$ cat config.mk
export PLATFORM = sky130hd
export DESIGN_NAME = lru_key_value_cache_flat
export DESIGN_NICKNAME = d
export VERILOG_FILES = /design/src/lkv_pkg.sv /design/src/lkv_if.sv /design/src/lkv_cell.sv /design/src/lru_key_value_cache.sv /design/src/flat_wrapper.sv
export SDC_FILE = /design/constraint.sdc
export NUM_CORES = 1
export LEC_CHECK = 0
export ABC_AREA = 1
export BUFFER_PORTS_ARGS = -buffer_cell sky130_fd_sc_hd__buf_2
export CAP_MARGIN = 20
export CORE_MARGIN = 2
export CORE_UTILIZATION = 45
export DETAILED_ROUTE_END_ITERATION = 8
export SLEW_MARGIN = 20
export SYNTH_ARGS = -nofsm -noshare
export SYNTH_HDL_FRONTEND = slang
export SYNTH_HIERARCHICAL = 1
export SYNTH_SLANG_ARGS = --single-unit
$ cat constraint.sdc
create_clock -name clk -period 12.83 [get_ports clk]
set_input_delay 0.6415 -clock clk [delete_from_list [all_inputs] [get_ports clk]]
set_output_delay 0.6415 -clock clk [all_outputs]
set_load 0.01 [all_outputs]
$ cat src/lkv_pkg.sv
// ----------------------------------------------------------------------------
// lkv_pkg
// Types and constants shared by the LRU key-value cache.
// ----------------------------------------------------------------------------
`default_nettype none

package lkv_pkg;

  localparam int KEY_W  = 32;
  localparam int DATA_W = 32;
  localparam int CAP_W  = 5;

  localparam logic [CAP_W-1:0]  CAP_RESET = 5'd16;
  localparam logic [DATA_W-1:0] MISS_DATA = {DATA_W{1'b1}};

  localparam logic CMD_GET = 1'b0;
  localparam logic CMD_PUT = 1'b1;

  typedef struct packed {
    logic                    go;
    logic                    hit;
    logic                    put;
    logic signed [KEY_W-1:0] key;
  } lkv_ctl_t;

endpackage

`default_nettype wire

$ cat src/lkv_if.sv
// ----------------------------------------------------------------------------
// lkv_if
// Request, response and configuration channels of the LRU key-value cache.
// ----------------------------------------------------------------------------
`default_nettype none

interface lkv_req_if;
  logic                               valid;
  logic                               ready;
  logic                               cmd;
  logic signed [lkv_pkg::KEY_W-1:0]   key;
  logic signed [lkv_pkg::DATA_W-1:0]  value;

  modport source (output valid, output cmd, output key, output value, input ready);
  modport sink   (input valid, input cmd, input key, input value, output ready);
endinterface

interface lkv_rsp_if;
  logic                               valid;
  logic                               ready;
  logic                               found;
  logic signed [lkv_pkg::DATA_W-1:0]  data;

  modport source (output valid, output found, output data, input ready);
  modport sink   (input valid, input found, input data, output ready);
endinterface

interface lkv_cfg_if;
  logic                          valid;
  logic                          ready;
  logic [lkv_pkg::CAP_W-1:0]     data;

  modport source (output valid, output data, input ready);
  modport sink   (input valid, input data, output ready);
endinterface

`default_nettype wire

$ cat src/lkv_cell.sv
// ----------------------------------------------------------------------------
// lkv_cell
// One slot of the recency chain: key, data and valid, with the match logic
// and a one-step shift from the neighbouring, more recent slot.
// ----------------------------------------------------------------------------
`default_nettype none

module lkv_cell #(
  parameter int IDX = 0,
  parameter int CW  = 5
) (
  input  wire logic                              clk,
  input  wire logic                              rst,
  input  wire lkv_pkg::lkv_ctl_t                 ctl,
  input  wire logic [CW-1:0]                     used_eff,
  input  wire logic signed [lkv_pkg::KEY_W-1:0]  prev_key,
  input  wire logic signed [lkv_pkg::DATA_W-1:0] prev_data,
  input  wire logic                              prev_valid,
  input  wire logic                              hit_in,
  input  wire logic [lkv_pkg::DATA_W-1:0]        data_in,
  output logic signed [lkv_pkg::KEY_W-1:0]       key,
  output logic signed [lkv_pkg::DATA_W-1:0]      data,
  output logic                                   valid,
  output logic                                   hit_out,
  output logic [lkv_pkg::DATA_W-1:0]             data_out
);
  import lkv_pkg::*;

  logic matched;
  logic sel;
  logic in_range;
  logic shift;
  logic drop;

  always_comb begin
    matched  = valid && (key == ctl.key);
    sel      = matched && !hit_in;
    hit_out  = hit_in || matched;
    data_out = data_in | (sel ? DATA_W'(data) : '0);
    in_range = (CW'(IDX) <= used_eff);
    shift    = ctl.hit ? !hit_in : (ctl.put && in_range);
    drop     = !ctl.hit && ctl.put && !in_range;
  end

  always_ff @(posedge clk) begin
    if (rst) begin
      valid <= 1'b0;
    end else if (ctl.go) begin
      if (shift) begin
        valid <= prev_valid;
      end else if (drop) begin
        valid <= 1'b0;
      end
    end
  end

  always_ff @(posedge clk) begin
    if (ctl.go && shift) begin
      key  <= prev_key;
      data <= prev_data;
    end
  end

endmodule

`default_nettype wire

$ cat src/lru_key_value_cache.sv
// ----------------------------------------------------------------------------
// lru_key_value_cache
// Fully associative key-value cache kept in recency order by a chain of cells.
// ----------------------------------------------------------------------------
//   channel  dir  fields
//   req      in   cmd, key, value
//   rsp      out  found, data (one item per get, none per put)
//   cfg      in   capacity
//
// One item per cycle: every slot compares its key in parallel and the chain
// shifts one step in the same cycle; the first-match ripple sets the path.
// Reset clears every valid bit and the fill count at once; no clearing pass.
// A stalled response holds in its output register; req stalls only while it
// is full and not being taken. cfg is always ready.
// ----------------------------------------------------------------------------
`default_nettype none

module lru_key_value_cache #(
  parameter int ENTRIES = 16
) (
  input  wire logic clk,
  input  wire logic rst,
  lkv_req_if.sink   req,
  lkv_rsp_if.source rsp,
  lkv_cfg_if.sink   cfg
);
  import lkv_pkg::*;

  localparam int CW = $clog2(ENTRIES + 1);
  localparam int LW = (CW > CAP_W) ? CW : CAP_W;

  logic [CAP_W-1:0] capacity;
  logic [CW-1:0]    used_count;
  logic [CW-1:0]    used_next;
  logic [CW-1:0]    lim;
  logic [CW-1:0]    used_eff;
  logic [LW-1:0]    cap_ext;

  logic                     accept;
  lkv_ctl_t                 ctl;
  logic signed [DATA_W-1:0] front_data;
  logic                     hit;

  logic signed [KEY_W-1:0]  cell_key   [ENTRIES];
  logic signed [DATA_W-1:0] cell_data  [ENTRIES];
  logic [ENTRIES-1:0]       cell_valid;
  logic [ENTRIES:0]         hit_chain;
  logic [DATA_W-1:0]        data_chain [ENTRIES+1];

  assign accept    = req.valid && req.ready;
  assign req.ready = !rsp.valid || rsp.ready;
  assign cfg.ready = 1'b1;

  always_comb begin
    cap_ext = LW'(capacity);
    if (capacity == '0) begin
      lim = CW'(1);
    end else if (cap_ext > LW'(ENTRIES)) begin
      lim = CW'(ENTRIES);
    end else begin
      lim = CW'(cap_ext);
    end
    used_eff  = (used_count >= lim) ? (lim - CW'(1)) : used_count;
    used_next = used_eff + CW'(1);
  end

  assign hit_chain[0]  = 1'b0;
  assign data_chain[0] = '0;
  assign hit           = hit_chain[ENTRIES];

  always_comb begin
    ctl.go     = accept;
    ctl.hit    = hit;
    ctl.put    = (req.cmd == CMD_PUT);
    ctl.key    = req.key;
    front_data = (req.cmd == CMD_GET) ? DATA_W'(data_chain[ENTRIES]) : req.value;
  end

  for (genvar i = 0; i < ENTRIES; i++) begin : g_cell
    if (i == 0) begin : g_head
      lkv_cell #(.IDX(i), .CW(CW)) u_cell (
        .clk        (clk),
        .rst        (rst),
        .ctl        (ctl),
        .used_eff   (used_eff),
        .prev_key   (req.key),
        .prev_data  (front_data),
        .prev_valid (1'b1),
        .hit_in     (hit_chain[i]),
        .data_in    (data_chain[i]),
        .key        (cell_key[i]),
        .data       (cell_data[i]),
        .valid      (cell_valid[i]),
        .hit_out    (hit_chain[i+1]),
        .data_out   (data_chain[i+1])
      );
    end else begin : g_body
      lkv_cell #(.IDX(i), .CW(CW)) u_cell (
        .clk        (clk),
        .rst        (rst),
        .ctl        (ctl),
        .used_eff   (used_eff),
        .prev_key   (cell_key[i-1]),
        .prev_data  (cell_data[i-1]),
        .prev_valid (cell_valid[i-1]),
        .hit_in     (hit_chain[i]),
        .data_in    (data_chain[i]),
        .key        (cell_key[i]),
        .data       (cell_data[i]),
        .valid      (cell_valid[i]),
        .hit_out    (hit_chain[i+1]),
        .data_out   (data_chain[i+1])
      );
    end
  end

  always_ff @(posedge clk) begin
    if (rst) begin
      capacity   <= CAP_RESET;
      used_count <= '0;
      rsp.valid  <= 1'b0;
    end else begin
      if (cfg.valid && cfg.ready) begin
        capacity <= cfg.data;
      end
      if (accept && req.cmd == CMD_PUT && !hit) begin
        used_count <= used_next;
      end
      if (accept && req.cmd == CMD_GET) begin
        rsp.valid <= 1'b1;
      end else if (rsp.ready) begin
        rsp.valid <= 1'b0;
      end
    end
  end

  always_ff @(posedge clk) begin
    if (accept && req.cmd == CMD_GET) begin
      rsp.found <= hit;
      rsp.data  <= hit ? DATA_W'(data_chain[ENTRIES]) : MISS_DATA;
    end
  end

  a_fill_matches_valid : assert property (@(posedge clk) disable iff (rst)
    $countones(cell_valid) == 32'(used_count))
    else $error("fill count disagrees with valid slots");

  a_fill_bound : assert property (@(posedge clk) disable iff (rst)
    used_count <= CW'(ENTRIES))
    else $error("fill count above slot count");

  a_get_answers : assert property (@(posedge clk) disable iff (rst)
    (accept && req.cmd == CMD_GET) |=> rsp.valid)
    else $error("get item gave no response");

  a_put_silent : assert property (@(posedge clk) disable iff (rst)
    (accept && req.cmd == CMD_PUT) |=> !rsp.valid)
    else $error("put item gave a response");

endmodule

`default_nettype wire

$ cat src/flat_wrapper.sv
// flat-port wrapper written by rule: the top's interface ports become plain ports
module lru_key_value_cache_flat import lkv_pkg::*;
#(
  parameter int ENTRIES = 16
)
  (clk, rst, req_valid, req_cmd, req_key, req_value, req_ready, rsp_valid, rsp_found, rsp_data, rsp_ready, cfg_valid, cfg_data, cfg_ready);
  lkv_req_if req_i ();
  lkv_rsp_if rsp_i ();
  lkv_cfg_if cfg_i ();
  input  wire logic clk;
  input  wire logic rst;
  input wire logic [$bits(req_i.valid)-1:0] req_valid;
  input wire logic [$bits(req_i.cmd)-1:0] req_cmd;
  input wire logic [$bits(req_i.key)-1:0] req_key;
  input wire logic [$bits(req_i.value)-1:0] req_value;
  output wire logic [$bits(req_i.ready)-1:0] req_ready;
  output wire logic [$bits(rsp_i.valid)-1:0] rsp_valid;
  output wire logic [$bits(rsp_i.found)-1:0] rsp_found;
  output wire logic [$bits(rsp_i.data)-1:0] rsp_data;
  input wire logic [$bits(rsp_i.ready)-1:0] rsp_ready;
  input wire logic [$bits(cfg_i.valid)-1:0] cfg_valid;
  input wire logic [$bits(cfg_i.data)-1:0] cfg_data;
  output wire logic [$bits(cfg_i.ready)-1:0] cfg_ready;
  assign req_i.valid = req_valid;
  assign req_i.cmd = req_cmd;
  assign req_i.key = req_key;
  assign req_i.value = req_value;
  assign req_ready = req_i.ready;
  assign rsp_valid = rsp_i.valid;
  assign rsp_found = rsp_i.found;
  assign rsp_data = rsp_i.data;
  assign rsp_i.ready = rsp_ready;
  assign cfg_i.valid = cfg_valid;
  assign cfg_i.data = cfg_data;
  assign cfg_ready = cfg_i.ready;
  lru_key_value_cache #(.ENTRIES(ENTRIES)) u_core (.clk(clk), .rst(rst), .req(req_i), .rsp(rsp_i), .cfg(cfg_i));
endmodule
==> impl_results.md <==
- Initial antenna violation count: 4
- Final setup viols: 0
- Post-synth top cells: nand2_1, inv_1, edfxtp_1, nand4_1, nor2_1
- Detailed-route via count: 37110
- Gr usage total: 22.54%
- Critical path endpoint category: flop
- Antenna Cells: 0
- Peak Freq: approximately 0.11 GHz
- Antenna viol nets, final: 0
- Max-Cap Viols: 0
- Final RePlAce weighted congestion: 0.9156
- Worst Setup Slack post-DPL: between 3 and 4 ns
- Switching Share: between 20% and 30%
- Post-cts resize count: 0
- Relative slew margins: just under 30%
- Mapped Cells: 5589
- Drt drc: 0
- Seq/Total Area, Yosys: ~61%
- CP top delay family: buffers and inverters
- Avg WL per Cell: roughly 19 µm
- PortBufs: around 110
- DP Area: about 55000 µm²
- Share of the synthesized area in the top cell type: about three fifths
- Clock Path Buffers: 3
- DP HPWL: 97770 µm
- Initial Utilization: between 40% and 50%
- Clock-pin slew on the worst setup and hold paths: roughly 0.06 ns
- Final worst slack: a little under 4 ns
- Worst skew pair latency: between 0.7 and 0.8 ns
- Share of layout cells above drive strength 1: under 10%
- Top_reg_cell synth: edfxtp_1
- Fillcell total: around 11000
- Leak: about 26 nW
- Most common cell on crit path: nand2_1
- Hold Fails Final Rpt: 0
- First-pass GRT wire length: 208100 µm
- Max rail drop VDD: 0.1074 mV
- Reg2reg start: u_core/g_cell[0].g_head.u_cell/key[21]
- Startpoint Class: input port
- Worst path required time: ~13 ns
- DR top layer: met4
- Cell with the most instances after synthesis: nand2_1
- Worst R2R End: u_core/g_cell[9].g_body.u_cell/data[6]
- Least-Margin Pin Slew: around 1.1 ns
- Post-synth EDFFs: around 1100
- Peak fanout along the critical path: 54
- Core Footprint: about 120000 µm²
- Start point of the critical path: req_key[21]
- Final period utilization: just under 70%
- Root Driver: clkbuf_16
- Post-synth ARST share: 0%
- Setup CP Type: input port to flop
- Post-CTS Setup Bufs: 0
- Area Overhead vs Synth: 9.786%
- Finished layout cell area: between 50000 and 60000 µm²
- Setup TNS: 0 ns
- Worst hold path type: input port to flop
- Maximum level of the CTS H-tree: 3
- #FFs+latches synth: between 1000 and 1500
- Syn Area/Cell: roughly 9.5 µm²
- Sequential power share: a little over half
- DRT iter0 DRCs: roughly 4000
- Worst reg-to-reg setup slack: 3.95 ns
- Int Pwr: just over 6 mW
- Met2 wire length: 60620 µm
- CP max stage delay: ~0.7 ns
- Minimum clock period after layout: ~8.9 ns
- Stages on the worst setup path: 54
- Gate power share: 8.8%
- GRT Residual Overflow: 0
- Pwr Density: approximately 140 nW/µm²
- Cts bufs inserted: between 100 and 150
- # rows: approximately 130
- R2R depth: 53
- Mapped Area: approximately 53000 µm²
- Hold Buf Count CTS: 0
- Die Span Y: about 350 µm
- Net Sw Power: ~2.1 mW
- Via/cell ratio: just over 5
- Clock power share: around two fifths
- Synth unique cells: 40
- Die area: ~120000 µm²
- Buf/Inv on CP: 27
- TritonCTS clock tree: yes
- Critical Path Sink: u_core/g_cell[9].g_body.u_cell/data[6]
- Final Max Slew Viols: 0
- RSZ-0062 raised after global routing: no
- Met3 wire length: around 11000 µm
- Top cells by area, synth: edfxtp_1, nand2_1, inv_1
- Synth area leader: edfxtp_1
- Pin count of the biggest net entering global routing: 84
- Vias in the first global route: roughly 34000
- Worst EP arrival: ~9 ns
- Hold_ws: roughly 0.16 ns
- Post-layout util: approximately 50%
- Status: finished, final reports clean
- Wl on met1: around 62000 µm
- IO Count: around 110
- CTS Sinks: approximately 1100
- Layout Skew: ~0.033 ns
- Slowest CP cell: buf_4
- Drt total wl: approximately 140000 µm
- First-pass DRT Iterations: 6
- Die Wd: roughly 350 µm
- Yosys warns: 6
- Layout Nets: 5836
[worst min path at each step]
stage,start,end,slack (ns),depth (start not counted)
after floorplan,u_core/g_cell[10].g_body.u_cell/key[21],u_core/g_cell[11].g_body.u_cell/key[21],0.43,0
after global placement,u_core/g_cell[8].g_body.u_cell/key[21],u_core/g_cell[9].g_body.u_cell/key[21],0.43,0
after detailed placement,u_core/g_cell[4].g_body.u_cell/key[19],u_core/g_cell[5].g_body.u_cell/key[19],0.43,0
after CTS,cfg_data[1],u_core/cap_ext[1],0.11,3
after global routing,cfg_data[1],u_core/cap_ext[1],0.14,3
final,cfg_data[1],u_core/cap_ext[1],0.16,3
[sequential cells by signal (all words and copies together), names as in the netlist]
name / cells
u_core/rsp.found: 1
u_core/g_cell.g_body.u_cell/valid: 15
u_core/g_cell.g_head.u_cell/key: 32
u_core/g_cell.g_body.u_cell/data: 480
u_core/used_count: 5
u_core/cap_ext: 5
u_core/rsp.data: 32
u_core/g_cell.g_head.u_cell/valid: 1
u_core/g_cell.g_head.u_cell/data: 32
u_core/rsp.valid: 1
u_core/g_cell.g_body.u_cell/key: 480
[stage by stage]
stage | cells | power, mW
6_report | 7385 | 8.260
3_3_place_gp | 7174 | 5.131
4_1_cts | 7383 | 8.324
5_1_grt | 7385 | 8.579
3_5_place_dp | 7174 | 5.147
2_1_floorplan | 5623 | 4.850
[cell usage in the layout, fill, tap and decap left out, types with 32 or more instances in the layout]
master     instances
nand2_1         1675
inv_1           1269
edfxtp_1        1057
nand4_1          524
nor2_1           375
clkbuf_16        113
buf_2            109
xnor2_1           92
o21ai_0           70
nand3_1           62
buf_4             59
nor2_2            54
nand2_2           39
o21ai_1           39
conb_1            36
clkbuf_1          32
[layout make-up]
class / instances / area, µm² / area share, %
Clock buffer: 145 / 2948 / 5.058
Clock inverter: 64 / 603.1 / 1.035
Inverter: 1298 / 4872 / 8.360
Multi-Input combinational cell: 3085 / 14550 / 24.96
Sequential cell: 1084 / 32280 / 55.39
Tap cell: 1536 / 1922 / 3.298
Timing Repair Buffer: 173 / 1104 / 1.894
[cell families after synthesis]
| kind of cell | Yosys count | synth area share, % |
|---|---|---|
| flops | 1084 | 60.81 |
| compound gates | 177 | 1.864 |
| xor+xnor | 98 | 1.617 |
| fa+ha+maj | 6 | 0.1414 |
| other cells | 2 | 0.01415 |
| simple gates | 2768 | 23.24 |
| buf+inv | 1454 | 12.31 |
[tightest hold or removal path: cells and delay by family]
kind	cells	cell delay [ns]
buffers and inverters	1	0.08
and+or+nand+nor	2	0.11
[metal layers]
| layer | global-route usage, % | up-vias |
|---|---|---|
| met5 | 0 | - |
| met4 | 6.626 | 0 |
| met3 | 3.794 | 181 |
| met2 | 34.47 | 1294 |
| met1 | 33.01 | 17450 |
| li1 | - | 18190 |
[power groups by stage]
stage               Combinational [mW]  Sequential [mW]  Clock [mW]
floorplan                        0.461             4.39           0
global placement                 0.708             4.42           0
detailed placement               0.717             4.43           0
CTS                              0.721             4.36        3.24
global route                     0.812             4.39        3.38
finish                           0.724             4.36        3.18
Power figures use the tool's default switching activity.
